### src/rtl/core/rfpf_pkg.sv
// ----------------------------------------------------------------------------
// rfpf_pkg
// Types, constants and helper functions shared by the packet framer modules.
// ----------------------------------------------------------------------------
package rfpf_pkg;

   localparam int unsigned RFPF_QUEUE_DEPTH = 2;

   localparam logic [7:0] FRAME_PREAMBLE = 8'h55;
   localparam logic [7:0] PKT_MAGIC      = 8'hA7;
   localparam logic [7:0] PKT_TYPE       = 8'h01;
   localparam logic [7:0] PKT_PAD        = 8'h00;
   localparam logic [7:0] LEN_PROTOCOL   = 8'd12;
   localparam logic [7:0] LEN_PLAIN      = 8'd4;
   localparam logic [15:0] CRC_INIT      = 16'hFFFF;
   localparam logic [15:0] CRC_POLY      = 16'h1021;
   localparam logic [31:0] DEFAULT_PAYLOAD = 32'h0403_0201;

   localparam logic [7:0] RST_SESSION_ID    = 8'd33;
   localparam logic [5:0] RST_FIXED_CHANNEL = 6'd16;

   localparam int unsigned HOP_COUNT = 9;

   // byte positions within a frame
   localparam logic [3:0] POS_PREAMBLE = 4'd0;
   localparam logic [3:0] POS_LENGTH   = 4'd1;
   localparam logic [3:0] POS_MAGIC    = 4'd2;
   localparam logic [3:0] POS_TYPE     = 4'd3;
   localparam logic [3:0] POS_SESSION  = 4'd4;
   localparam logic [3:0] POS_SEQ      = 4'd5;
   localparam logic [3:0] POS_PAD0     = 4'd6;
   localparam logic [3:0] POS_PAD1     = 4'd7;
   localparam logic [3:0] POS_PAY0     = 4'd8;
   localparam logic [3:0] POS_PAY3     = 4'd11;
   localparam logic [3:0] POS_CRC_LO   = 4'd12;
   localparam logic [3:0] POS_CRC_HI   = 4'd13;
   localparam logic [3:0] POS_PLAIN_PAY0 = 4'd2;
   localparam logic [3:0] LAST_PROTOCOL  = 4'd13;
   localparam logic [3:0] LAST_PLAIN     = 4'd5;

   typedef enum logic [1:0] {
      CSR_PROTOCOL_MODE = 2'd0,
      CSR_HOP_ENABLE    = 2'd1,
      CSR_SESSION_ID    = 2'd2,
      CSR_FIXED_CHANNEL = 2'd3
   } csr_index_type;

   typedef struct packed {
      logic        payload_valid;
      logic [31:0] payload_word;
   } req_type;

   typedef struct packed {
      logic [7:0] tx_byte;
      logic       last_byte;
      logic [5:0] radio_channel;
   } rsp_type;

   // one frame job handed from the front end to the byte sequencer
   typedef struct packed {
      logic        protocol;
      logic [7:0]  session_id;
      logic [7:0]  seq;
      logic [31:0] payload;
      logic [5:0]  channel;
   } frame_desc_type;

   function automatic logic [15:0] crc_byte(input logic [15:0] crc, input logic [7:0] b);
      logic [15:0] c;
      c = crc ^ {b, 8'h00};
      for (int k = 0; k < 8; k++) begin
         if (c[15]) begin
            c = {c[14:0], 1'b0} ^ CRC_POLY;
         end else begin
            c = {c[14:0], 1'b0};
         end
      end
      return c;
   endfunction

   // channel = 4 + 4 * ((seq / 16) mod 9)
   function automatic logic [5:0] hop_channel(input logic [7:0] seq);
      logic [3:0] dwell;
      logic [3:0] slot;
      dwell = seq[7:4];
      slot  = (dwell >= 4'(HOP_COUNT)) ? (dwell - 4'(HOP_COUNT)) : dwell;
      return {slot, 2'b00} + 6'd4;
   endfunction

endpackage

### src/rtl/core/rfpf_front.sv
// ----------------------------------------------------------------------------
// rfpf_front
// Register file, payload latch and sequence state; builds one frame job per accepted beat.
// ----------------------------------------------------------------------------
module rfpf_front (
   input  logic                    clock,
   input  logic                    reset,
   input  logic                    csr_wr_en,
   input  logic [1:0]              csr_index,
   input  logic [7:0]              csr_wdata,
   input  logic                    req_push,
   input  rfpf_pkg::req_type       req_data,
   input  logic                    q_full,
   output logic                    q_push,
   output rfpf_pkg::frame_desc_type q_data
);
   import rfpf_pkg::*;

   logic       protocol_mode_ff, protocol_mode_in;
   logic       hop_enable_ff, hop_enable_in;
   logic [7:0] session_id_ff, session_id_in;
   logic [5:0] fixed_channel_ff, fixed_channel_in;
   logic [7:0] seq_ff, seq_in;
   logic [7:0] last_seq_ff, last_seq_in;
   logic [31:0] held_payload_ff, held_payload_in;
   logic       payload_seen_ff, payload_seen_in;
   logic       accept;
   csr_index_type csr_sel;

   assign accept  = req_push && !q_full;
   assign csr_sel = csr_index_type'(csr_index);

   always_comb begin
      protocol_mode_in = protocol_mode_ff;
      hop_enable_in    = hop_enable_ff;
      session_id_in    = session_id_ff;
      fixed_channel_in = fixed_channel_ff;
      if (csr_wr_en) begin
         case (csr_sel)
            CSR_PROTOCOL_MODE: protocol_mode_in = csr_wdata[0];
            CSR_HOP_ENABLE:    hop_enable_in    = csr_wdata[0];
            CSR_SESSION_ID:    session_id_in    = csr_wdata;
            CSR_FIXED_CHANNEL: fixed_channel_in = csr_wdata[5:0];
            default: ;
         endcase
      end
   end

   always_comb begin
      held_payload_in = held_payload_ff;
      payload_seen_in = payload_seen_ff;
      seq_in          = seq_ff;
      last_seq_in     = last_seq_ff;
      if (accept) begin
         if (req_data.payload_valid) begin
            held_payload_in = req_data.payload_word;
            payload_seen_in = 1'b1;
         end
         if (protocol_mode_ff) begin
            last_seq_in = seq_ff;
            seq_in      = seq_ff + 8'd1;
         end
      end
   end

   always_comb begin
      q_push            = accept;
      q_data.protocol   = protocol_mode_ff;
      q_data.session_id = session_id_ff;
      q_data.seq        = seq_ff;
      q_data.payload    = payload_seen_in ? held_payload_in : DEFAULT_PAYLOAD;
      q_data.channel    = hop_enable_ff ? hop_channel(last_seq_in) : fixed_channel_ff;
   end

   always_ff @(posedge clock) begin
      if (reset) begin
         protocol_mode_ff <= 1'b0;
         hop_enable_ff    <= 1'b0;
         session_id_ff    <= RST_SESSION_ID;
         fixed_channel_ff <= RST_FIXED_CHANNEL;
         seq_ff           <= '0;
         last_seq_ff      <= '0;
         held_payload_ff  <= '0;
         payload_seen_ff  <= 1'b0;
      end else begin
         protocol_mode_ff <= protocol_mode_in;
         hop_enable_ff    <= hop_enable_in;
         session_id_ff    <= session_id_in;
         fixed_channel_ff <= fixed_channel_in;
         seq_ff           <= seq_in;
         last_seq_ff      <= last_seq_in;
         held_payload_ff  <= held_payload_in;
         payload_seen_ff  <= payload_seen_in;
      end
   end

endmodule

### src/rtl/core/rfpf_queue.sv
// ----------------------------------------------------------------------------
// rfpf_queue
// Small frame job queue between the front end and the byte sequencer.
// ----------------------------------------------------------------------------
module rfpf_queue #(
   parameter int unsigned DEPTH = rfpf_pkg::RFPF_QUEUE_DEPTH
) (
   input  logic                     clock,
   input  logic                     reset,
   input  logic                     push,
   input  rfpf_pkg::frame_desc_type push_data,
   output logic                     full,
   input  logic                     pop,
   output logic                     empty,
   output rfpf_pkg::frame_desc_type pop_data
);
   import rfpf_pkg::*;

   localparam int unsigned PTR_W = (DEPTH > 1) ? $clog2(DEPTH) : 1;
   localparam int unsigned CNT_W = $clog2(DEPTH + 1);
   localparam logic [PTR_W-1:0] PTR_LAST = PTR_W'(DEPTH - 1);

   frame_desc_type   mem_ff [DEPTH];
   logic [PTR_W-1:0] wr_ptr_ff, wr_ptr_in;
   logic [PTR_W-1:0] rd_ptr_ff, rd_ptr_in;
   logic [CNT_W-1:0] count_ff, count_in;
   logic             do_push, do_pop;

   assign full     = (count_ff == CNT_W'(DEPTH));
   assign empty    = (count_ff == '0);
   assign do_push  = push && !full;
   assign do_pop   = pop && !empty;
   assign pop_data = mem_ff[rd_ptr_ff];

   always_comb begin
      wr_ptr_in = wr_ptr_ff;
      rd_ptr_in = rd_ptr_ff;
      count_in  = count_ff;
      if (do_push) begin
         wr_ptr_in = (wr_ptr_ff == PTR_LAST) ? '0 : wr_ptr_ff + PTR_W'(1);
      end
      if (do_pop) begin
         rd_ptr_in = (rd_ptr_ff == PTR_LAST) ? '0 : rd_ptr_ff + PTR_W'(1);
      end
      if (do_push && !do_pop) begin
         count_in = count_ff + CNT_W'(1);
      end else if (do_pop && !do_push) begin
         count_in = count_ff - CNT_W'(1);
      end
   end

   always_ff @(posedge clock) begin
      if (do_push) begin
         mem_ff[wr_ptr_ff] <= push_data;
      end
   end

   always_ff @(posedge clock) begin
      if (reset) begin
         wr_ptr_ff <= '0;
         rd_ptr_ff <= '0;
         count_ff  <= '0;
      end else begin
         wr_ptr_ff <= wr_ptr_in;
         rd_ptr_ff <= rd_ptr_in;
         count_ff  <= count_in;
      end
   end

endmodule

### src/rtl/core/rfpf_back.sv
// ----------------------------------------------------------------------------
// rfpf_back
// Byte sequencer: walks one frame job, runs the CRC a byte per cycle unless
// the rsp side stalls it, and drives the result register.
// ----------------------------------------------------------------------------
module rfpf_back (
   input  logic                     clock,
   input  logic                     reset,
   input  logic                     q_empty,
   input  rfpf_pkg::frame_desc_type q_data,
   output logic                     q_pop,
   output logic                     rsp_valid,
   output rfpf_pkg::rsp_type        rsp_data,
   input  logic                     rsp_pop
);
   import rfpf_pkg::*;

   frame_desc_type desc_ff, desc_in;
   logic           active_ff, active_in;
   logic [3:0]     idx_ff, idx_in;
   logic [15:0]    crc_ff, crc_in;
   logic           out_valid_ff, out_valid_in;
   rsp_type        out_ff, out_in;
   logic           emit;
   logic           is_last;
   logic [7:0]     cur_byte;
   logic [3:0]     pay_pos;

   assign emit    = active_ff && (!out_valid_ff || rsp_pop);
   assign is_last = desc_ff.protocol ? (idx_ff == LAST_PROTOCOL) : (idx_ff == LAST_PLAIN);
   assign q_pop   = !q_empty && (!active_ff || (emit && is_last));

   always_comb begin
      pay_pos  = idx_ff - (desc_ff.protocol ? POS_PAY0 : POS_PLAIN_PAY0);
      cur_byte = PKT_PAD;
      if (idx_ff == POS_PREAMBLE) begin
         cur_byte = FRAME_PREAMBLE;
      end else if (idx_ff == POS_LENGTH) begin
         cur_byte = desc_ff.protocol ? LEN_PROTOCOL : LEN_PLAIN;
      end else if (!desc_ff.protocol) begin
         cur_byte = desc_ff.payload[{pay_pos[1:0], 3'b000} +: 8];
      end else begin
         case (idx_ff) inside
            POS_MAGIC:            cur_byte = PKT_MAGIC;
            POS_TYPE:             cur_byte = PKT_TYPE;
            POS_SESSION:          cur_byte = desc_ff.session_id;
            POS_SEQ:              cur_byte = desc_ff.seq;
            POS_PAD0, POS_PAD1:   cur_byte = PKT_PAD;
            [POS_PAY0:POS_PAY3]:  cur_byte = desc_ff.payload[{pay_pos[1:0], 3'b000} +: 8];
            POS_CRC_LO:           cur_byte = crc_ff[7:0];
            POS_CRC_HI:           cur_byte = crc_ff[15:8];
            default:              cur_byte = PKT_PAD;
         endcase
      end
   end

   always_comb begin
      desc_in      = desc_ff;
      active_in    = active_ff;
      idx_in       = idx_ff;
      crc_in       = crc_ff;
      out_valid_in = out_valid_ff && !rsp_pop;
      out_in       = out_ff;
      if (emit) begin
         out_valid_in         = 1'b1;
         out_in.tx_byte       = cur_byte;
         out_in.last_byte     = is_last;
         out_in.radio_channel = desc_ff.channel;
         idx_in               = idx_ff + 4'd1;
         if (desc_ff.protocol && (idx_ff inside {[POS_MAGIC:POS_PAY3]})) begin
            crc_in = crc_byte(crc_ff, cur_byte);
         end
         if (is_last) begin
            active_in = 1'b0;
         end
      end
      if (q_pop) begin
         desc_in   = q_data;
         active_in = 1'b1;
         idx_in    = POS_PREAMBLE;
         crc_in    = CRC_INIT;
      end
   end

   assign rsp_valid = out_valid_ff;
   assign rsp_data  = out_ff;

   always_ff @(posedge clock) begin
      desc_ff <= desc_in;
      idx_ff  <= idx_in;
      crc_ff  <= crc_in;
      out_ff  <= out_in;
   end

   always_ff @(posedge clock) begin
      if (reset) begin
         active_ff    <= 1'b0;
         out_valid_ff <= 1'b0;
      end else begin
         active_ff    <= active_in;
         out_valid_ff <= out_valid_in;
      end
   end

endmodule

### src/rtl/core/rf_packet_framer_crc16_unit.sv
// ----------------------------------------------------------------------------
// rf_packet_framer_crc16_unit
// Transmit-tick packet framer with CRC-16-CCITT and channel hopping.
// ----------------------------------------------------------------------------
// Each accepted req beat is one transmit tick and yields one frame on the rsp
// side, one byte per beat: 14 bytes in protocol mode, 6 in plain mode. The byte
// sequencer emits one byte per cycle unless the rsp side stalls it; a tick
// passes the queue, the descriptor register and the result register before
// its first byte shows on rsp. Up to QUEUE_DEPTH further ticks are buffered
// between the front end and the sequencer; req_full rises when that queue is
// full. Configuration is latched per tick at acceptance.
// ----------------------------------------------------------------------------
module rf_packet_framer_crc16_unit #(
   parameter int unsigned QUEUE_DEPTH = rfpf_pkg::RFPF_QUEUE_DEPTH
) (
   input  logic              clock,
   input  logic              reset,
   input  logic              csr_wr_en,
   input  logic [1:0]        csr_index,
   input  logic [7:0]        csr_wdata,
   input  logic              req_push,
   input  rfpf_pkg::req_type req_data,
   output logic              req_full,
   output logic              rsp_empty,
   output rfpf_pkg::rsp_type rsp_data,
   input  logic              rsp_pop
);
   import rfpf_pkg::*;

   logic           q_push, q_full, q_pop, q_empty;
   frame_desc_type q_wdata, q_rdata;
   logic           rsp_valid;

   rfpf_front u_front (
      .clock     (clock),
      .reset     (reset),
      .csr_wr_en (csr_wr_en),
      .csr_index (csr_index),
      .csr_wdata (csr_wdata),
      .req_push  (req_push),
      .req_data  (req_data),
      .q_full    (q_full),
      .q_push    (q_push),
      .q_data    (q_wdata)
   );

   rfpf_queue #(
      .DEPTH (QUEUE_DEPTH)
   ) u_queue (
      .clock     (clock),
      .reset     (reset),
      .push      (q_push),
      .push_data (q_wdata),
      .full      (q_full),
      .pop       (q_pop),
      .empty     (q_empty),
      .pop_data  (q_rdata)
   );

   rfpf_back u_back (
      .clock     (clock),
      .reset     (reset),
      .q_empty   (q_empty),
      .q_data    (q_rdata),
      .q_pop     (q_pop),
      .rsp_valid (rsp_valid),
      .rsp_data  (rsp_data),
      .rsp_pop   (rsp_pop)
   );

   assign req_full  = q_full;
   assign rsp_empty = !rsp_valid;

endmodule

### config.mk
export PLATFORM = sky130hd
export DESIGN_NAME = rf_packet_framer_crc16_unit
export DESIGN_NICKNAME = d
export VERILOG_FILES = /design/src/rtl/core/rfpf_pkg.sv /design/src/rtl/core/rfpf_front.sv /design/src/rtl/core/rfpf_queue.sv /design/src/rtl/core/rfpf_back.sv /design/src/rtl/core/rf_packet_framer_crc16_unit.sv
export SDC_FILE = /design/constraint.sdc
export NUM_CORES = 1
export LEC_CHECK = 0
export BUFFER_PORTS_ARGS = -buffer_cell sky130_fd_sc_hd__buf_2
export CORE_MARGIN = 2
export CORE_UTILIZATION = 55
export CTS_CLUSTER_SIZE = 30
export DETAILED_ROUTE_END_ITERATION = 10
export HOLD_SLACK_MARGIN = 0.06
export PLACE_DENSITY = 0.76
export SLEW_MARGIN = 10
export SYNTH_ARGS = -nofsm -noshare
export SYNTH_HDL_FRONTEND = slang
export SYNTH_SLANG_ARGS = --single-unit
### constraint.sdc
create_clock -name clock -period 10.5 [get_ports clock]
set_input_delay 0.525 -clock clock [delete_from_list [all_inputs] [get_ports clock]]
set_output_delay 0.525 -clock clock [all_outputs]
set_load 0.005 [all_outputs]
# Word level (Yosys, flattened, before mapping)
# Memories as Yosys holds them, arrays and structs flattened. A register that Yosys moved wholly into a read port is not among the register bits.
# Cells that the tools add are included.
# word_totals
ff_bits	106
out_inout_bits	17
ramBits	110
mem_count	1
# mem_list
name	words	word_bits	rd	rd_clocked_by_memory_dff	write_ports	line	source
u_queue.mem_ff	2	55	1	1	1	rfpf_queue.sv:23	frame_desc_type mem_ff [DEPTH];
# classes
n_eq_ne	13
n_addsub	9
muxes	55
order_cmp	4
n_reduce_logical	35
bitwise	9
shift	1
# ops
cell	count
$mux W16	14
$mux W13	8
$mux W8	13
$mux W32	3
$shiftx A32 B6 Y8	1
$not A3 Y3	8
$eq A4 B3 Y1 const B	4
$xor A16 B16 Y16	1
$reduce_and A2 Y1	7
$logic_and A1 B1 Y1	12
$mux W1	11
$add A8 B1 Y8 const B	1
$eq A4 B2 Y1 const B	2
$eq A4 B4 Y1 const B	2
$ge A4 B4 Y1 const B	2
$mux W4	2
$logic_not A1 Y1	7
$add A6 B3 Y6 const B	1
$eq A2 B2 Y1 const B	3
$mux W2	3
$mux W6	1
$reduce_bool A2 Y1	3
$add A4 B1 Y4 const B	1
$eq A4 B1 Y1 const B	1
other kinds (12)	15

# Logic depth before layout (Yosys ltp)
# logic_depth
word_depth	43
mapped_depth	14
depth_no_buf	11

# Cells and area by module
# From an unflattened synthesis, not the netlist that was laid out.
# hier_totals
cells_unflattened	916
area_unflattened_um2	11427.2
# modules_own_cells
module	area_per_inst_um2	cells_each	n_inst
rfpf_back	4473.0	358	1
rfpf_queue	4182.8	196	1
rfpf_front	2767.7	361	1
rf_packet_framer_crc16_unit	3.8	1	1

# Least setup slack after synthesis
# OpenSTA, ideal clock, no wires.
# synth_path
path_type	flip-flop to flip-flop
startpoint	reg u_queue.count_ff[0]
endpoint	mem u_queue.mem_ff[0][0] (netlist name), enable pin
period_less_slack_ns	4.962
setup_time_ns	0.536
path_stages_with_launch	4
required_time_ns	9.964
n_path_buf	0
arrival_time_ns	4.426
path_slack_ns	5.538
cell_sequence	dfxtp_1 nand2b_1 inv_2 nor3_1
# synth_between
elab_chain_len	6
# synth_lines
item	line	source
from (decl)	rfpf_queue.sv:26	logic [CNT_W-1:0] count_ff, count_in;
from (signal assigned)	rfpf_queue.sv:66	count_ff <= count_in;
$eq A2 B2 Y1 *	rfpf_queue.sv:29	assign full = (count_ff == CNT_W'(DEPTH));
via req_full	rf_packet_framer_crc16_unit.sv:23	output logic req_full,
$logic_not A1 Y1 *	rfpf_front.sv:30, rfpf_queue.sv:31	
$logic_and A1 B1 Y1	rfpf_front.sv:30	assign accept = req_push && !q_full;
$logic_and A1 B1 Y1 *	rfpf_queue.sv:31	assign do_push = push && !full;
$mux W1 *	rfpf_queue.sv:53	if (do_push) begin
$mux W1 (not written as such) *	rfpf_queue.sv:54	mem_ff[wr_ptr_ff] <= push_data;
to (decl)	rfpf_queue.sv:23	
# Mark *: on every way through the listed nets, which the timed path passes. The rest lies on a longest branch.

# Final worst setup path
# layout_path
startpoint	reg u_back.idx_ff[0]
endpoint	reg u_queue.rd_ptr_ff
# layout_between
elab_chain_len	6
word_cells_on_any_way	7
cone_classes	eq/ne: 2; mux: 1; reduce/logical: 4
# layout_lines
item	line	source
from (decl)	rfpf_back.sv:20	logic [3:0] idx_ff, idx_in;
from (signal assigned)	rfpf_back.sv:90	idx_ff <= idx_in;
$eq A4 B3 Y1 or $eq A4 B4 Y1 (tied branches)	rfpf_back.sv:30	assign is_last = desc_ff.protocol ? (idx_ff == LAST_PROTOCOL) : (idx_ff == LAST_PLAIN);
$mux W1 *	rfpf_back.sv:30	
$logic_and A1 B1 Y1 *	rfpf_back.sv:31	assign q_pop = !q_empty && (!active_ff || (emit && is_last));
$logic_or A1 B1 Y1 *	rfpf_back.sv:31	
$logic_and A1 B1 Y1 *	rfpf_back.sv:31	
$logic_and A1 B1 Y1 *	rfpf_queue.sv:32	assign do_pop = pop && !empty;
to (signal assigned)	rfpf_queue.sv:65	rd_ptr_ff <= rd_ptr_in;
to (decl)	rfpf_queue.sv:25	logic [PTR_W-1:0] rd_ptr_ff, rd_ptr_in;
# Every way passes the cells marked *; elsewhere a longest branch is shown, timed or not.
# A chain may end at the register's enable or synchronous reset.

==> summary by stage <==
Outcome
The run finished with clean final reports.

STA
In this run the tightest slew margin relative to its limit is 28.17%. The final hold violation count is 0. The final critical-path required period is 3.855 ns.

For this run, the top clock speed supported by timing is 259.4 MHz. Setup violations remaining at the end of the flow were counted as 0. The worst hold margin is 0.2496 ns. The max-slew violation count is 0. The accumulated negative setup slack is 0 ns. In the finished design, the share of the clock period the worst path needs comes to 36.72%.

The worst clock skew on the final layout is 0.01536 ns. For the pin with the worst max-slew slack, the measured transition is 1.077 ns. Setup repair after global routing left no endpoint under its margin.

Critical path
The category of the critical setup timing path is flip-flop to flip-flop. At the worst endpoint, the required time is 10.87 ns. The peak fanout along the critical path is 61. Data on the critical path arrives at its endpoint at 4.22 ns. The startpoint type of the worst setup path is a flip-flop. The worst setup path is captured at a flip-flop.

Synthesis
The cell area after synthesis is 11270 µm². The portion of the post-synthesis area used by sequential elements is 63.40%. The number of instances in the synthesized netlist is 908. The number of nets handed over by synthesis was 964. Yosys instantiated no cell more often than edfxtp_1. The share of flip-flops with an asynchronous set or reset after synthesis is 0%.

During synthesis, Yosys emitted a total of 0 warnings. Summed over all instances, the cell type with the most area after synthesis is edfxtp_1. The number of enable-type register cells in the synthesized netlist is 180.

The per-instance average area after synthesis is 12.42 µm². By area the synthesized netlist is led by edfxtp_1 (48%), dfxtp_1 (15%), mux2_2 (5.8%), nand2_1 (5.7%), a21oi_1 (2.9%). The netlist uses 65 different library cells. Of the post-synthesis cell area, the dominant cell type holds 47.95%. In the synthesized netlist, the cells that appear most often are edfxtp_1 (180), nand2_1 (171), dfxtp_1 (87). The most used flip-flop cell after synthesis is edfxtp_1. The synthesized design contains 267 register bits.

Final layout
The growth of design area from synthesis to finish is 12.76%. Of the cells placed in the final design, the portion with a size suffix greater than 1 is 20.53%. The number of antenna diodes is 0. The layout net count is 1020.

Routing
The number of iterations in the first detailed-routing pass is 5. After detailed routing, the average wire length per cell comes to 17.76 µm. In this run the remaining antenna-violating nets after routing total 0. After detailed routing, the number of remaining DRC violations is 0.

The overall routed net length is 22280 µm. The detailed-route vias per instance is 5.593. The routed layout has 7013 vias. The number of violations reported at the end of detailed-routing iteration 0 is 581.

Clocking
The hold buffer count at cts is 0. For the worst-skew pair, the clock arrives at the later sink with an insertion delay of 0.52 ns. The clock slew seen by the registers of the worst setup and hold paths is 0.07 ns.

Counting along the longest clock path gives a buffer depth of 3. TritonCTS built the clock tree. The cell sitting at the root of the clock tree is a clkbuf_16. The number of instances resized during post-cts repair is 0.

Counting every sink on the clock net gives 267. The total number of H-tree levels is 1. Counting the buffers created by CTS gives 27.

Once the clock tree was built, the setup fixing pass inserted 0 buffers.

Floorplanning
Measured along the y axis, the die boundary spans 147.2 µm. The width of the chip is 147.2 µm. The row count is 52. In this run the standard cell core region covers 20170 µm². For this configuration, the core starts out at a cell density of 55.89%. The die covers 21660 µm². For this design the top-level I/O count stands at 65.

Placement
At the end of routability-driven placement, the weighted congestion stood at 0.8749. The half-perimeter wire length of the detailed placement result is 14650 µm. Port buffering added 64 buffers.

Power
The analysis attributes to cell leakage a power of 0.004737 µW. The maximum resistive drop on vdd is 0.1445 mV. The power per cell area is 276.3 nW/µm².

Global routing
The number of antenna violations at the first check in global routing was 0. Entering global routing, the biggest net connects 68 pins. The global-route usage over all layers is 20.73%. The wire length of the first global-routing pass is 35820 µm. The sum of overflow across all layers after global routing is 0. The number of global-route vias before repair was 6724.

Run
The max capacitance violation total is 0.

Worst hold path
The kind of path behind the tightest hold check is input port to flip-flop.
[final cells by class]
cell class	instances	area [µm²]
timing repair buffer	73	387.9
clock buffer	28	679.4
sequential	267	7148
tap	270	337.8
fill	1530	7457
inverter	22	82.58
multi-input combinational	573	3859
clock inverter	21	217.7
[cells in the final DEF (no fill, tap or decap), types with 5 or more instances in the layout]
| master | count |
|---|---|
| edfxtp_1 | 180 |
| nand3b_1 | 6 |
| nand2b_1 | 5 |
| mux4_2 | 10 |
| dfxtp_1 | 86 |
| nand2_1 | 171 |
| nor3_1 | 6 |
| xor2_1 | 10 |
| clkinv_2 | 5 |
| o21ai_1 | 7 |
| xnor2_1 | 15 |
| or3_1 | 6 |
| clkinv_1 | 5 |
| inv_1 | 20 |
| clkbuf_16 | 27 |
| nand3_1 | 15 |
| nand4_1 | 7 |
| nor2_1 | 53 |
| ha_1 | 8 |
| a21oi_1 | 65 |
| o211ai_1 | 10 |
| buf_2 | 64 |
| nor2b_1 | 7 |
| o21ai_0 | 16 |
| mux2i_1 | 13 |
| a211o_1 | 7 |
| a31oi_1 | 7 |
| xnor3_1 | 5 |
| a211oi_1 | 7 |
| mux2_2 | 58 |
| buf_4 | 9 |
[flip-flops by register name, indices dropped and copies added (netlist names)]
| signal | count |
|---|---|
| u_front.protocol_mode_ff | 1 |
| u_back.active_ff | 1 |
| u_back.rsp_data | 15 |
| u_front.payload_seen_ff | 1 |
| u_front.session_id_ff | 8 |
| u_front.last_seq_ff | 4 |
| u_front.seq_ff | 8 |
| u_back.idx_ff | 4 |
| u_back.rsp_valid | 1 |
| u_queue.count_ff | 2 |
| u_front.held_payload_ff | 32 |
| u_queue.mem_ff | 110 |
| u_back.desc_ff | 55 |
| u_front.fixed_channel_ff | 6 |
| u_front.hop_enable_ff | 1 |
| u_queue.wr_ptr_ff | 1 |
| u_back.crc_ff | 16 |
| u_queue.rd_ptr_ff | 1 |
[worst max-delay path, stage by stage, from the launching register on]
cell and delay, ns:
dfxtp_1 0.98, ha_1 0.84, nand3_1 0.21, o21ai_1 0.21, o21ai_1 0.23, inv_2 0.24, buf_4 0.64, xnor2_1 0.22
nor2_1 0.07
[worst paths after layout]
check / startpoint / to / slack (ns) / cells past startpoint
hold / removal: csr_wdata[7] / u_front.session_id_ff[7] / 0.25 / 3
setup reg to reg: u_back.idx_ff[0] / u_queue.rd_ptr_ff / 6.64 / 8
hold reg to reg: u_back.desc_ff[2] / u_back.rsp_data[2] / 0.42 / 0
setup / recovery: u_back.idx_ff[0] / u_queue.rd_ptr_ff / 6.64 / 8
[metrics by stage]
stage	cells	area [µm²]	worst slack (ns)	util (%)	power, µW
after floorplan	908	11270	5.538	-	2295
after global placement	1205	11820	6.826	58.58	2535
after detailed placement	1205	11820	6.699	58.58	2563
after CTS	1254	12710	6.615	63.03	3527
after global routing	1254	12710	6.279	63.03	3685
final	1254	12710	6.645	63.03	3512
[cells by family (layout without fill, tap and decap cells)]
logic type                 after synthesis  after routing  synth area share, %
adders and majority gates                8              8               0.8879
xor gates and xnor gates                33             33                3.474
muxes                                   83             83                9.412
buffers and inverters                   68            144                2.508
AOI/OAI and AO/OA                      154            154                8.968
and+or+nand+nor                        295            295                11.35
DFF                                    267            267                63.40
[report_power, final]
group / switching [µW] / leakage, µW / internal [µW] / total [µW]
combinational: 541 / 0.00189 / 421 / 962
sequential: 156 / 0.00241 / 1430 / 1590
clock: 390 / 0.000432 / 570 / 960
total: 1090 / 0.00474 / 2430 / 3510
[routing by layer]
| metal | share of wire, % | wire [µm] | GRT usage [%] | up-vias |
|---|---|---|---|---|
| li1 | - | - | - | 3397 |
| met1 | 47 | 10470 | 31.94 | 3391 |
| met2 | 46 | 10190 | 31.36 | 189 |
| met3 | 5.1 | 1130 | 2.981 | 36 |
| met4 | 2.2 | 488 | 5.144 | 0 |
| met5 | 0 | 0 | 0 | - |
Note: power is estimated with default switching activity, not from simulation.
